[config.mk]
export PLATFORM = sky130hd
export DESIGN_NAME = hue_color_classifier_core
export DESIGN_NICKNAME = d
export VERILOG_FILES = /design/src/rtl/core/hcc_pkg.sv /design/src/rtl/core/hcc_prep.sv /design/src/rtl/core/hcc_cordic_stage.sv /design/src/rtl/core/hcc_hue_scale.sv /design/src/rtl/core/hcc_match.sv /design/src/rtl/core/hue_color_classifier_core.sv
export VERILOG_INCLUDE_DIRS = /design/src /design/src/rtl/core
export SDC_FILE = /design/constraint.sdc
export NUM_CORES = 2
export LEC_CHECK = 0
export BUFFER_PORTS_ARGS = -buffer_cell sky130_fd_sc_hd__buf_2
export CAP_MARGIN = 20
export CORE_MARGIN = 5
export CORE_UTILIZATION = 30
export CTS_BUF_LIST = sky130_fd_sc_hd__clkbuf_16
export DETAILED_ROUTE_END_ITERATION = 7
export PLACE_DENSITY = 0.55
export SYNTH_ARGS = -nofsm -noshare
export SYNTH_HDL_FRONTEND = slang
export SYNTH_HIERARCHICAL = 1
export SYNTH_SLANG_ARGS = --single-unit
[constraint.sdc]
create_clock -name clk_i -period 11.15 [get_ports clk_i]
set_input_delay 0.5575 -clock clk_i [delete_from_list [all_inputs] [get_ports clk_i]]
set_output_delay 0.5575 -clock clk_i [all_outputs]
set_load 0.01 [all_outputs]
[src/rtl/core/hue_color_classifier_core_macros.svh]
// Assertion macros shared by the hue color classifier core.
`ifndef HUE_COLOR_CLASSIFIER_CORE_MACROS_SVH
`define HUE_COLOR_CLASSIFIER_CORE_MACROS_SVH

// Whenever the antecedent holds, the consequent must hold in the same cycle.
`define HCC_ASSERT_IMP(lbl, ante, cons, msg) \
  lbl: assert property (@(posedge clk_i) disable iff (!rst_ni) (ante) |-> (cons)) \
    else $error(msg);

// The condition must hold at every clock edge outside reset.
`define HCC_ASSERT_ALWAYS(lbl, cond, msg) \
  `HCC_ASSERT_IMP(lbl, 1'b1, cond, msg)

`endif

[src/rtl/core/hcc_pkg.sv]
// Types, constants and tables of the hue color classifier core.
`timescale 1ns / 1ps
package hcc_pkg;

  localparam int unsigned CordicStages = 8;
  localparam int unsigned Latency      = 14;

  localparam logic signed [19:0] HalfPiQ16 = 20'sd102944;
  localparam logic signed [19:0] PiQ16     = 20'sd205887;
  localparam logic signed [19:0] TwoPiQ16  = 20'sd411775;

  localparam logic [2:0] RegTargetRed    = 3'd0;
  localparam logic [2:0] RegTargetGreen  = 3'd1;
  localparam logic [2:0] RegTargetBlue   = 3'd2;
  localparam logic [2:0] RegTargetYellow = 3'd3;
  localparam logic [2:0] RegHueRadius    = 3'd4;
  localparam logic [2:0] RegMinBright    = 3'd5;
  localparam logic [2:0] RegMinSpread    = 3'd6;

  typedef enum logic [2:0] {
    ClassNone   = 3'd0,
    ClassRed    = 3'd1,
    ClassGreen  = 3'd2,
    ClassBlue   = 3'd3,
    ClassYellow = 3'd4
  } color_class_e;

  typedef struct packed {
    logic signed [28:0] x;
    logic signed [28:0] y;
    logic signed [19:0] z;
  } cordic_t;

  typedef struct packed {
    logic valid;
    logic pix_ok;
    logic grey;
    logic u_neg;
    logic wd_pos;
  } side_t;

  typedef struct packed {
    logic [7:0] target_red;
    logic [7:0] target_green;
    logic [7:0] target_blue;
    logic [7:0] target_yellow;
    logic [7:0] radius;
  } match_cfg_t;

  function automatic logic signed [19:0] atan_q16(input int unsigned step);
    logic signed [19:0] v;
    case (step)
      0:       v = 20'sd51472;
      1:       v = 20'sd30385;
      2:       v = 20'sd16055;
      3:       v = 20'sd8150;
      4:       v = 20'sd4091;
      5:       v = 20'sd2047;
      6:       v = 20'sd1024;
      7:       v = 20'sd512;
      8:       v = 20'sd256;
      9:       v = 20'sd128;
      10:      v = 20'sd64;
      11:      v = 20'sd32;
      12:      v = 20'sd16;
      13:      v = 20'sd8;
      14:      v = 20'sd4;
      15:      v = 20'sd2;
      default: v = 20'sd0;
    endcase
    return v;
  endfunction

endpackage

[src/rtl/core/hcc_prep.sv]
// Front stages: brightness, spread check and CORDIC start vector.
`timescale 1ns / 1ps
module hcc_prep import hcc_pkg::*; (
  input  logic       clk_i,
  input  logic       rst_ni,
  input  logic       valid_i,
  input  logic [7:0] red_i,
  input  logic [7:0] green_i,
  input  logic [7:0] blue_i,
  input  logic [7:0] min_bright_i,
  input  logic [7:0] min_spread_i,
  output cordic_t    vec_o,
  output side_t      side_o
);

  logic [9:0]  sum;
  logic [20:0] mean_prod;
  logic [7:0]  mean;
  logic signed [10:0] u;
  logic signed [8:0]  wd;
  logic signed [28:0] x_raw;
  logic signed [28:0] y_raw;
  cordic_t vec1_d;

  logic        valid1_q;
  logic [7:0]  mean1_q, red1_q, green1_q, blue1_q;
  cordic_t     vec1_q;
  logic        grey1_q, u_neg1_q, wd_pos1_q;

  logic [7:0]  dev_r, dev_g, dev_b;
  logic [9:0]  dev_sum;
  logic [20:0] spread_prod;
  logic [7:0]  spread;

  logic        valid2_q, pix_ok2_q, grey2_q, u_neg2_q, wd_pos2_q;
  cordic_t     vec2_q;

  always_comb begin
    sum       = 10'(red_i) + 10'(green_i) + 10'(blue_i);
    mean_prod = 21'(sum) * 21'd683;
    mean      = mean_prod[18:11];
    u         = $signed({3'b000, red_i} << 1) - $signed({3'b000, green_i})
                - $signed({3'b000, blue_i});
    wd        = $signed({1'b0, blue_i}) - $signed({1'b0, green_i});
    x_raw     = 29'(u) <<< 16;
    y_raw     = 29'(wd) * 29'sd113512;
    vec1_d.x  = x_raw;
    vec1_d.y  = y_raw;
    vec1_d.z  = '0;
    if (u < 0) begin
      if (wd > 0) begin
        vec1_d.x = y_raw;
        vec1_d.y = -x_raw;
        vec1_d.z = HalfPiQ16;
      end else begin
        vec1_d.x = -y_raw;
        vec1_d.y = x_raw;
        vec1_d.z = -HalfPiQ16;
      end
    end
  end

  always_ff @(posedge clk_i or negedge rst_ni) begin
    if (!rst_ni) begin
      valid1_q <= 1'b0;
      valid2_q <= 1'b0;
    end else begin
      valid1_q <= valid_i;
      valid2_q <= valid1_q;
    end
  end

  always_ff @(posedge clk_i) begin
    mean1_q   <= mean;
    red1_q    <= red_i;
    green1_q  <= green_i;
    blue1_q   <= blue_i;
    vec1_q    <= vec1_d;
    grey1_q   <= (wd == 0);
    u_neg1_q  <= (u < 0);
    wd_pos1_q <= (wd > 0);
  end

  always_comb begin
    dev_r       = (mean1_q > red1_q) ? mean1_q - red1_q : red1_q - mean1_q;
    dev_g       = (mean1_q > green1_q) ? mean1_q - green1_q : green1_q - mean1_q;
    dev_b       = (mean1_q > blue1_q) ? mean1_q - blue1_q : blue1_q - mean1_q;
    dev_sum     = 10'(dev_r) + 10'(dev_g) + 10'(dev_b);
    spread_prod = 21'(dev_sum) * 21'd683;
    spread      = spread_prod[18:11];
  end

  always_ff @(posedge clk_i) begin
    pix_ok2_q <= (mean1_q >= min_bright_i) && (spread >= min_spread_i);
    grey2_q   <= grey1_q;
    u_neg2_q  <= u_neg1_q;
    wd_pos2_q <= wd_pos1_q;
    vec2_q    <= vec1_q;
  end

  assign vec_o         = vec2_q;
  assign side_o.valid  = valid2_q;
  assign side_o.pix_ok = pix_ok2_q;
  assign side_o.grey   = grey2_q;
  assign side_o.u_neg  = u_neg2_q;
  assign side_o.wd_pos = wd_pos2_q;

endmodule

[src/rtl/core/hcc_cordic_stage.sv]
// One pipeline stage holding two CORDIC vectoring iterations.
`timescale 1ns / 1ps
module hcc_cordic_stage import hcc_pkg::*; #(
  parameter int unsigned FirstStep = 0
) (
  input  logic    clk_i,
  input  logic    rst_ni,
  input  cordic_t vec_i,
  input  side_t   side_i,
  output cordic_t vec_o,
  output side_t   side_o
);

  cordic_t vec_d, vec_q;
  side_t   side_q;

  always_comb begin
    logic signed [28:0] dx;
    logic signed [28:0] dy;
    vec_d = vec_i;
    for (int k = 0; k < 2; k++) begin
      dx = vec_d.y >>> (FirstStep + k);
      dy = vec_d.x >>> (FirstStep + k);
      if (vec_d.y > 0) begin
        vec_d.x = vec_d.x + dx;
        vec_d.y = vec_d.y - dy;
        vec_d.z = vec_d.z + atan_q16(FirstStep + k);
      end else begin
        vec_d.x = vec_d.x - dx;
        vec_d.y = vec_d.y + dy;
        vec_d.z = vec_d.z - atan_q16(FirstStep + k);
      end
    end
  end

  always_ff @(posedge clk_i or negedge rst_ni) begin
    if (!rst_ni) begin
      side_q.valid <= 1'b0;
    end else begin
      vec_q  <= vec_d;
      side_q <= side_i;
    end
  end

  assign vec_o  = vec_q;
  assign side_o = side_q;

endmodule

[src/rtl/core/hcc_hue_scale.sv]
// Angle folding and scaling of the CORDIC angle to an 8-bit hue.
`timescale 1ns / 1ps
module hcc_hue_scale import hcc_pkg::*; (
  input  logic               clk_i,
  input  logic               rst_ni,
  input  logic signed [19:0] z_i,
  input  side_t              side_i,
  output logic [7:0]         hue_o,
  output side_t              side_o
);

  logic signed [19:0] z_clamp;
  logic signed [19:0] ang;
  logic [18:0] ang1_q;
  logic [31:0] prod2;
  logic [15:0] q2_q;
  logic [32:0] prod3;
  logic [8:0]  h3;
  logic [7:0]  hue3_q;
  side_t side1_q, side2_q, side3_q;

  always_comb begin
    z_clamp = z_i;
    if (side_i.wd_pos) begin
      if (z_i < 0) z_clamp = '0;
      if (z_i > PiQ16) z_clamp = PiQ16;
    end else begin
      if (z_i > 0) z_clamp = '0;
      if (z_i < -PiQ16) z_clamp = -PiQ16;
    end
    if (side_i.grey) begin
      ang = side_i.u_neg ? PiQ16 : '0;
    end else begin
      ang = (z_clamp < 0) ? z_clamp + TwoPiQ16 : z_clamp;
    end
  end

  assign prod2 = 32'(ang1_q) * 32'd6400;
  assign prod3 = 33'(q2_q) * 33'd106862;
  assign h3    = prod3[32:24];

  always_ff @(posedge clk_i or negedge rst_ni) begin
    if (!rst_ni) begin
      side1_q.valid <= 1'b0;
      side2_q.valid <= 1'b0;
      side3_q.valid <= 1'b0;
    end else begin
      ang1_q  <= ang[18:0];
      side1_q <= side_i;
      q2_q    <= prod2[31:16];
      side2_q <= side1_q;
      hue3_q  <= h3[8] ? 8'd255 : h3[7:0];
      side3_q <= side2_q;
    end
  end

  assign hue_o  = hue3_q;
  assign side_o = side3_q;

endmodule

[src/rtl/core/hcc_match.sv]
// Output stage: target hue matching by priority and result registers.
`timescale 1ns / 1ps
module hcc_match import hcc_pkg::*; (
  input  logic       clk_i,
  input  logic       rst_ni,
  input  logic [7:0] hue_i,
  input  side_t      side_i,
  input  match_cfg_t cfg_i,
  output logic       valid_o,
  output logic [2:0] color_class_o,
  output logic [7:0] hue_value_o,
  output logic       hue_valid_o
);

  function automatic logic near(input logic [7:0] target, input logic [7:0] hue,
                                input logic [7:0] radius);
    logic [7:0] d;
    logic [8:0] e;
    logic [8:0] m;
    d = (target > hue) ? target - hue : hue - target;
    e = 9'd256 - 9'(d);
    m = (9'(d) < e) ? 9'(d) : e;
    return m <= 9'(radius);
  endfunction

  color_class_e cls_d;
  logic         valid_q, hue_valid_q;
  logic [2:0]   cls_q;
  logic [7:0]   hue_q;

  always_comb begin
    if (near(cfg_i.target_red, hue_i, cfg_i.radius)) begin
      cls_d = ClassRed;
    end else if (near(cfg_i.target_green, hue_i, cfg_i.radius)) begin
      cls_d = ClassGreen;
    end else if (near(cfg_i.target_blue, hue_i, cfg_i.radius)) begin
      cls_d = ClassBlue;
    end else if (near(cfg_i.target_yellow, hue_i, cfg_i.radius)) begin
      cls_d = ClassYellow;
    end else begin
      cls_d = ClassNone;
    end
  end

  always_ff @(posedge clk_i or negedge rst_ni) begin
    if (!rst_ni) begin
      valid_q <= 1'b0;
    end else begin
      valid_q <= side_i.valid;
    end
  end

  always_ff @(posedge clk_i) begin
    hue_valid_q <= side_i.pix_ok;
    cls_q       <= side_i.pix_ok ? cls_d : ClassNone;
    hue_q       <= side_i.pix_ok ? hue_i : 8'd0;
  end

  assign valid_o       = valid_q;
  assign color_class_o = cls_q;
  assign hue_value_o   = hue_q;
  assign hue_valid_o   = hue_valid_q;

endmodule

[src/rtl/core/hue_color_classifier_core.sv]
// Top level of the hue color classifier core.
`timescale 1ns / 1ps
// Classifies one RGB pixel per clock. A pixel is taken whenever start_i is high
// (busy_o stays low) and its result leaves the pipeline for exactly one cycle with
// result_valid_o high; the receiver cannot stall, so results must be taken as they
// come. The pipeline holds the sixteen CORDIC iterations, two per stage, plus two
// front stages and four for hue scaling and matching. Configuration registers are
// written via cfg_we_i, by the user only while no pixel is in flight; not enforced.
`include "hue_color_classifier_core_macros.svh"
module hue_color_classifier_core import hcc_pkg::*; (
  input  logic       clk_i,
  input  logic       rst_ni,
  input  logic       start_i,
  output logic       busy_o,
  input  logic [7:0] red_level_i,
  input  logic [7:0] green_level_i,
  input  logic [7:0] blue_level_i,
  input  logic       cfg_we_i,
  input  logic [2:0] cfg_addr_i,
  input  logic [7:0] cfg_wdata_i,
  output logic       result_valid_o,
  output logic [2:0] color_class_o,
  output logic [7:0] hue_value_o,
  output logic       hue_valid_o
);

  logic [7:0] tgt_red_q, tgt_green_q, tgt_blue_q, tgt_yellow_q;
  logic [7:0] radius_q, min_bright_q, min_spread_q;
  match_cfg_t match_cfg;

  cordic_t vec   [CordicStages+1];
  side_t   side  [CordicStages+1];
  logic [7:0] hue;
  side_t      hue_side;

  assign busy_o = 1'b0;

  always_ff @(posedge clk_i or negedge rst_ni) begin
    if (!rst_ni) begin
      tgt_red_q    <= 8'd0;
      tgt_green_q  <= 8'd85;
      tgt_blue_q   <= 8'd170;
      tgt_yellow_q <= 8'd43;
      radius_q     <= 8'd10;
      min_bright_q <= 8'd30;
      min_spread_q <= 8'd10;
    end else if (cfg_we_i) begin
      case (cfg_addr_i)
        RegTargetRed:    tgt_red_q    <= cfg_wdata_i;
        RegTargetGreen:  tgt_green_q  <= cfg_wdata_i;
        RegTargetBlue:   tgt_blue_q   <= cfg_wdata_i;
        RegTargetYellow: tgt_yellow_q <= cfg_wdata_i;
        RegHueRadius:    radius_q     <= cfg_wdata_i;
        RegMinBright:    min_bright_q <= cfg_wdata_i;
        RegMinSpread:    min_spread_q <= cfg_wdata_i;
        default: ;
      endcase
    end
  end

  assign match_cfg.target_red    = tgt_red_q;
  assign match_cfg.target_green  = tgt_green_q;
  assign match_cfg.target_blue   = tgt_blue_q;
  assign match_cfg.target_yellow = tgt_yellow_q;
  assign match_cfg.radius        = radius_q;

  hcc_prep u_prep (
    .clk_i        (clk_i),
    .rst_ni       (rst_ni),
    .valid_i      (start_i & ~busy_o),
    .red_i        (red_level_i),
    .green_i      (green_level_i),
    .blue_i       (blue_level_i),
    .min_bright_i (min_bright_q),
    .min_spread_i (min_spread_q),
    .vec_o        (vec[0]),
    .side_o       (side[0])
  );

  for (genvar s = 0; s < CordicStages; s++) begin : g_cordic
    hcc_cordic_stage #(
      .FirstStep (2 * s)
    ) u_stage (
      .clk_i  (clk_i),
      .rst_ni (rst_ni),
      .vec_i  (vec[s]),
      .side_i (side[s]),
      .vec_o  (vec[s+1]),
      .side_o (side[s+1])
    );
  end

  hcc_hue_scale u_scale (
    .clk_i  (clk_i),
    .rst_ni (rst_ni),
    .z_i    (vec[CordicStages].z),
    .side_i (side[CordicStages]),
    .hue_o  (hue),
    .side_o (hue_side)
  );

  hcc_match u_match (
    .clk_i         (clk_i),
    .rst_ni        (rst_ni),
    .hue_i         (hue),
    .side_i        (hue_side),
    .cfg_i         (match_cfg),
    .valid_o       (result_valid_o),
    .color_class_o (color_class_o),
    .hue_value_o   (hue_value_o),
    .hue_valid_o   (hue_valid_o)
  );

  `HCC_ASSERT_IMP(a_result_follows_start, result_valid_o, $past(start_i, Latency),
                  "result beat without a pixel accepted at the pipeline latency")
  `HCC_ASSERT_IMP(a_invalid_clears_fields, result_valid_o && !hue_valid_o,
                  color_class_o == ClassNone && hue_value_o == 8'd0,
                  "invalid pixel carries a class or a hue")
  `HCC_ASSERT_IMP(a_class_needs_valid, color_class_o != ClassNone, hue_valid_o,
                  "class given for an invalid pixel")
  `HCC_ASSERT_IMP(a_class_range, result_valid_o, color_class_o <= ClassYellow,
                  "class code out of range")
  `HCC_ASSERT_ALWAYS(a_never_busy, !busy_o, "busy raised on a pipeline that always accepts")

endmodule
# Yosys cells after proc, flatten, opt, wreduce, memory -nomap -nowiden
# Cells that the tools add are included.
[totals]
ff_bits = 921
input_bits = 39
[classes]
multipliers = 5
eq_ne = 6
add_sub_neg = 117
reduce_logical = 14
n_lt_le_gt_ge = 40
mux = 73
bitwise_logic = 2
[op_table]
columns = ["op", "n"]
rows = [
  ["2-to-1 mux 78 bit", 16],
  ["2-to-1 mux 20 bit", 38],
  ["greater-than comparator 29 x 1 -> 1 bit, second input constant", 16],
  ["adder 20 bit", 16],
  ["subtractor 20 bit", 16],
  ["subtractor 8 bit", 14],
  ["adder 29 x 16 -> 29 bit", 2],
  ["adder 29 x 17 -> 29 bit", 2],
  ["adder 29 x 18 -> 29 bit", 2],
  ["adder 29 x 19 -> 29 bit", 2],
  ["adder 29 x 20 -> 29 bit", 2],
  ["adder 29 x 21 -> 29 bit", 2],
  ["adder 29 x 22 -> 29 bit", 2],
  ["adder 29 x 23 -> 29 bit", 2],
  ["adder 29 x 24 -> 29 bit", 2],
  ["adder 29 x 25 -> 29 bit", 2],
  ["adder 29 x 26 -> 29 bit", 2],
  ["adder 29 x 27 -> 29 bit", 2],
  ["adder 29 x 28 -> 29 bit", 2],
  ["subtractor 29 x 16 -> 29 bit", 2],
  ["subtractor 29 x 17 -> 29 bit", 2],
  ["subtractor 29 x 18 -> 29 bit", 2],
  ["subtractor 29 x 19 -> 29 bit", 2],
  ["subtractor 29 x 20 -> 29 bit", 2],
  ["other kinds (53)", 105],
]

# Logic depth before layout (Yosys ltp)
[logic_depth]
depth_word = 10
mapped_depth = 46

# Hierarchy
# Netlist, hierarchy kept.
[modules_own_cells]
columns = ["mod", "area_per_inst_um2", "n_inst", "seq_area_each_um2", "cells_each"]
rows = [
  ["hcc_prep", 14156.1, 1, 3032.9, 1478],
  ["hcc_cordic_stage at g_cordic[0].u_stage", 13063.8, 1, 2487.4, 1574],
  ["hcc_cordic_stage at g_cordic[1].u_stage", 12553.3, 1, 2487.4, 1539],
  ["hcc_cordic_stage at g_cordic[2].u_stage", 12403.1, 1, 2487.4, 1495],
  ["hcc_cordic_stage at g_cordic[5].u_stage", 11624.9, 1, 2487.4, 1370],
  ["hcc_cordic_stage at g_cordic[6].u_stage", 11439.7, 1, 2487.4, 1351],
  ["hcc_cordic_stage at g_cordic[4].u_stage", 11199.5, 1, 2487.4, 1360],
  ["hcc_cordic_stage at g_cordic[3].u_stage", 11138.2, 1, 2487.4, 1335],
  ["hcc_cordic_stage at g_cordic[7].u_stage", 11073.1, 1, 2487.4, 1299],
  ["hcc_hue_scale", 8832.2, 1, 1726.7, 897],
  ["hcc_match", 4971.0, 1, 265.3, 609],
  ["hue_color_classifier_core", 2183.3, 1, 1426.4, 128],
]

# Worst setup path after synthesis
# OpenSTA, ideal clock, no wires.
[synth_timing]
kind = "flip-flop to flip-flop"
from = "reg g_cordic[0].u_stage.vec_q, in the netlist g_cordic[0].u_stage/vec_o[22]"
to = "reg g_cordic[1].u_stage.vec_q, in the netlist g_cordic[1].u_stage/vec_o[71] (data pin)"
t_arrival_ns = 9.160
path_buffers = 3
synth_period_minus_slack_ns = 9.422
path_slack_ns = 1.728
path_stages_with_launch = 39
cell_sequence = "edfxtp_1 > inv_1 > ha_1 > or3b_2 > nor3_1 > nand3_1 > or3_1 > nor2_1 > nor2_1 > clkinv_1 > buf_1 > nor2_1 > xor2_1 > ha_1 > a211o_1 > a2111oi_0 > o31a_1 > xnor2_1 > (+3 left out) > nand4_1 > nor2b_1 > buf_6 > inv_2 > buf_4 > mux2i_1 > fa_1 > a21o_1 > a21oi_1 > o21ai_0 > a2111oi_0 > o41a_1 > o21ai_0 > a2111oi_0 > nor3_1 > a2111oi_0 > o21bai_1 > xor2_1"
[synth_lines]
columns = ["element", "line_no", "rtl"]
rows = [
  ["start: declaration", "hcc_cordic_stage.sv:14", "cordic_t vec_d, vec_q;"],
  ["start signal: assignment", "hcc_cordic_stage.sv:40", "vec_q <= vec_d;"],
  ["end signal: assignment", "hcc_cordic_stage.sv:40", ""],
  ["end: declaration", "hcc_cordic_stage.sv:14", ""],
]

==> parameters.txt <==
Parameter                              Value

Synthesis
  Count of synthesis-stage warnings from yosys ... 6
  Combined area of all synthesized cells ... 117000 um2
  Syn Inst Count ... 13601
  Syn avg cell area ... 8.60 um2

Finish
  Filler cells ... 40819
  Area used by multi-input combinational logic ... 87100 um2
  P&R area growth vs syn ... 8.48%
  Final #Nets ... 15560
  Commonest cells after routing, fill and taps aside ... 1695 x sky130_fd_sc_hd__ha_1, 1167 x sky130_fd_sc_hd__inv_1, 1098 x sky130_fd_sc_hd__a21oi_1
  Layout cell share with drive strength beyond 1 ... 6.01%
  Seq. cell area ... 23900 um2
  Most common cell after layout, fill and taps aside ... sky130_fd_sc_hd__ha_1

Global routing
  Global Route Usage Sum ... 16.4%
  Number of global-route vias before repair ... 94518
  Largest net degree at the start of global routing ... 137
  Wire length of the first global-routing pass ... 538000 um
  Antenna violations before repair ... 4
  Overflow after GRT ... 0

Timing
  Worst relative slew slack ... -2.26%
  Measured slew at the worst slew-check pin ... 1.52 ns
  Max-slew violation count ... 7
  Max frequency ... 96.3 MHz
  Fin crit share ... 93.1%
  Worst hold margin ... 0.173 ns
  Final Hold Viols ... 0
  Count of final setup violators ... 0
  Shortest clock period the worst path allows after layout ... 10.39 ns
  Total Neg Setup Slack ... 0 ns
  Worst clock skew on the final layout ... 0.0675 ns
  Setup repair after global routing missed its margin ... false

Run status
  Outcome ... complete, but fails checks
  Violations in the final reports ... max-slew violations

Worst hold path
  Worst min-delay path startpoint ... cfg_wdata_i[2]
  Path type of the worst min-delay path ... input pin to flip-flop
  Cells on Worst Hold Path ... 2

Clocking
  Number of levels the H-tree was split into ... 3
  TritonCTS clock tree ... yes
  Post-CTS Setup Inserts ... 0
  Clock network latency to the later pin of the worst-skew pair ... 0.85 ns
  TritonCTS buffer count ... 110
  Clock edge transition at the registers on the reported setup and hold paths ... 0.07 ns
  Sink Count ... 861
  Number of buffers on the longest clock path ... 4
  Root Buffer Master ... sky130_fd_sc_hd__clkbuf_16

Worst setup path
  Max FO, Critical Path ... 17
  Longest individual stage delay on the worst path ... 0.79 ns
  Startpoint of the worst register-to-register path ... g_cordic[2].u_stage/vec_o[42]
  Critical Path Start Type ... flip-flop
  Crit-path slowest cell ... sky130_fd_sc_hd__o311ai_0
  WP data arrival ... 10.94 ns
  WP data required ... 11.70 ns
  Flop2flop setup slack ... 0.76 ns
  Type of the worst setup path ... flip-flop to flip-flop
  Critical path's most frequent cell ... sky130_fd_sc_hd__o21a_1
  Length in cells of the worst reg-to-reg path ... 31
  Startpoint of the most critical setup path ... g_cordic[2].u_stage/vec_o[42]
  Category of the worst setup path capture point ... flip-flop

Placed design
  DP Wirelength ... 284000 um
  Number of buffers inserted by port buffering ... 51
  Final RePlAce weighted congestion ... 0.926

Flow run
  Maxcap violations ... 0

Drt
  Wire length per cell after detailed routing ... 18.1 um
  Final Routed Wirelength ... 342000 um
  Total via count after detailed routing ... 99234
  Violation count after the first detailed-routing iteration ... 6598
  Number of DRC violations after detailed routing ... 0
  Antenna viol nets, final ... 0
  Length of the first detailed-routing pass in iterations ... 6
  Post-detailed-route via-to-cell ratio ... 5.26

Floorplan
  Top-level I/O count ... 53
  Area enclosed by the die boundary ... 402000 um2
  Horizontal extent of the die ... 634 um
  Chip Height ... 634 um
  Core Region ... 389000 um2
  Floorplan row count ... 229
  Initial standard-cell utilization of the core ... 30.1%
-- layout make-up --
type	instances	share of cell area (%)
clock inverters	84	0.672
multi-input cells	11259	68.6
clock buffers	113	2.23
well taps	5197	5.13
diodes	14	0.0276
repair buffers	171	0.997
inverters	1172	3.47
flip-flops and latches	861	18.9
-- stage by stage --
stage | util, % | std cells | worst slack, ns | cell area [um2]
floorplan | - | 13611 | 1.73 | 117000
finish | 32.6 | 18871 | 0.764 | 127000
CTS | 32.6 | 18855 | 0.662 | 127000
global route | 32.6 | 18867 | 0.0265 | 127000
detailed placement | 31.6 | 18633 | 0.712 | 123000
global placement | 31.6 | 18631 | 0.833 | 123000
-- final timing paths --
kind / end
setup / recovery: g_cordic[3].u_stage/vec_o[76]
hold / removal: min_spread_q[2]
setup reg to reg: g_cordic[3].u_stage/vec_o[76]
hold reg to reg: u_prep/vec_o[62]
max in group asynchronous: u_match/valid_o
min in group asynchronous: tgt_red_q[6]
-- state kept, by name (all words and copies together) (netlist names), 16 cells and up --
| signal | count |
|---|---|
| u_prep/vec_o | 55 |
| u_scale/ang1_q | 19 |
| u_prep/vec1_q | 55 |
| u_scale/q2_q | 16 |
| g_cordic.u_stage/side_o | 40 |
| g_cordic.u_stage/vec_o | 552 |
-- worst max-delay path: cells and delay by family, from the launching register on --
family	cells	cell delay (ns)
AND/OR/NAND/NOR	11	3.53
AO/OA/AOI/OAI	14	4.91
XOR/XNOR	1	0.08
adder cells (fa/ha/maj)	2	0.72
flip-flops	1	0.48
buffers and inverters	3	0.39
-- routing by layer --
layer | GRT usage (%) | part of all wire, % | vias up
met4 | 3.93 | 2.5 | 0
met3 | 1.65 | 4.4 | 364
met2 | 27.6 | 46 | 2223
li1 | - | - | 49555
met5 | 0 | 0 | -
met1 | 22.4 | 47 | 47092
-- what timing repair did --
item | 4_1_cts | 5_1_grt
hold buffers | 25 | 0
endpoints found under the hold margin | 25 | 0
resized for setup | 0 | 3
endpoints found under the setup margin | 0 | 14
Power is not shown: default switching activity piles up to over one toggle a cycle in this logic, so the estimate is an artifact.
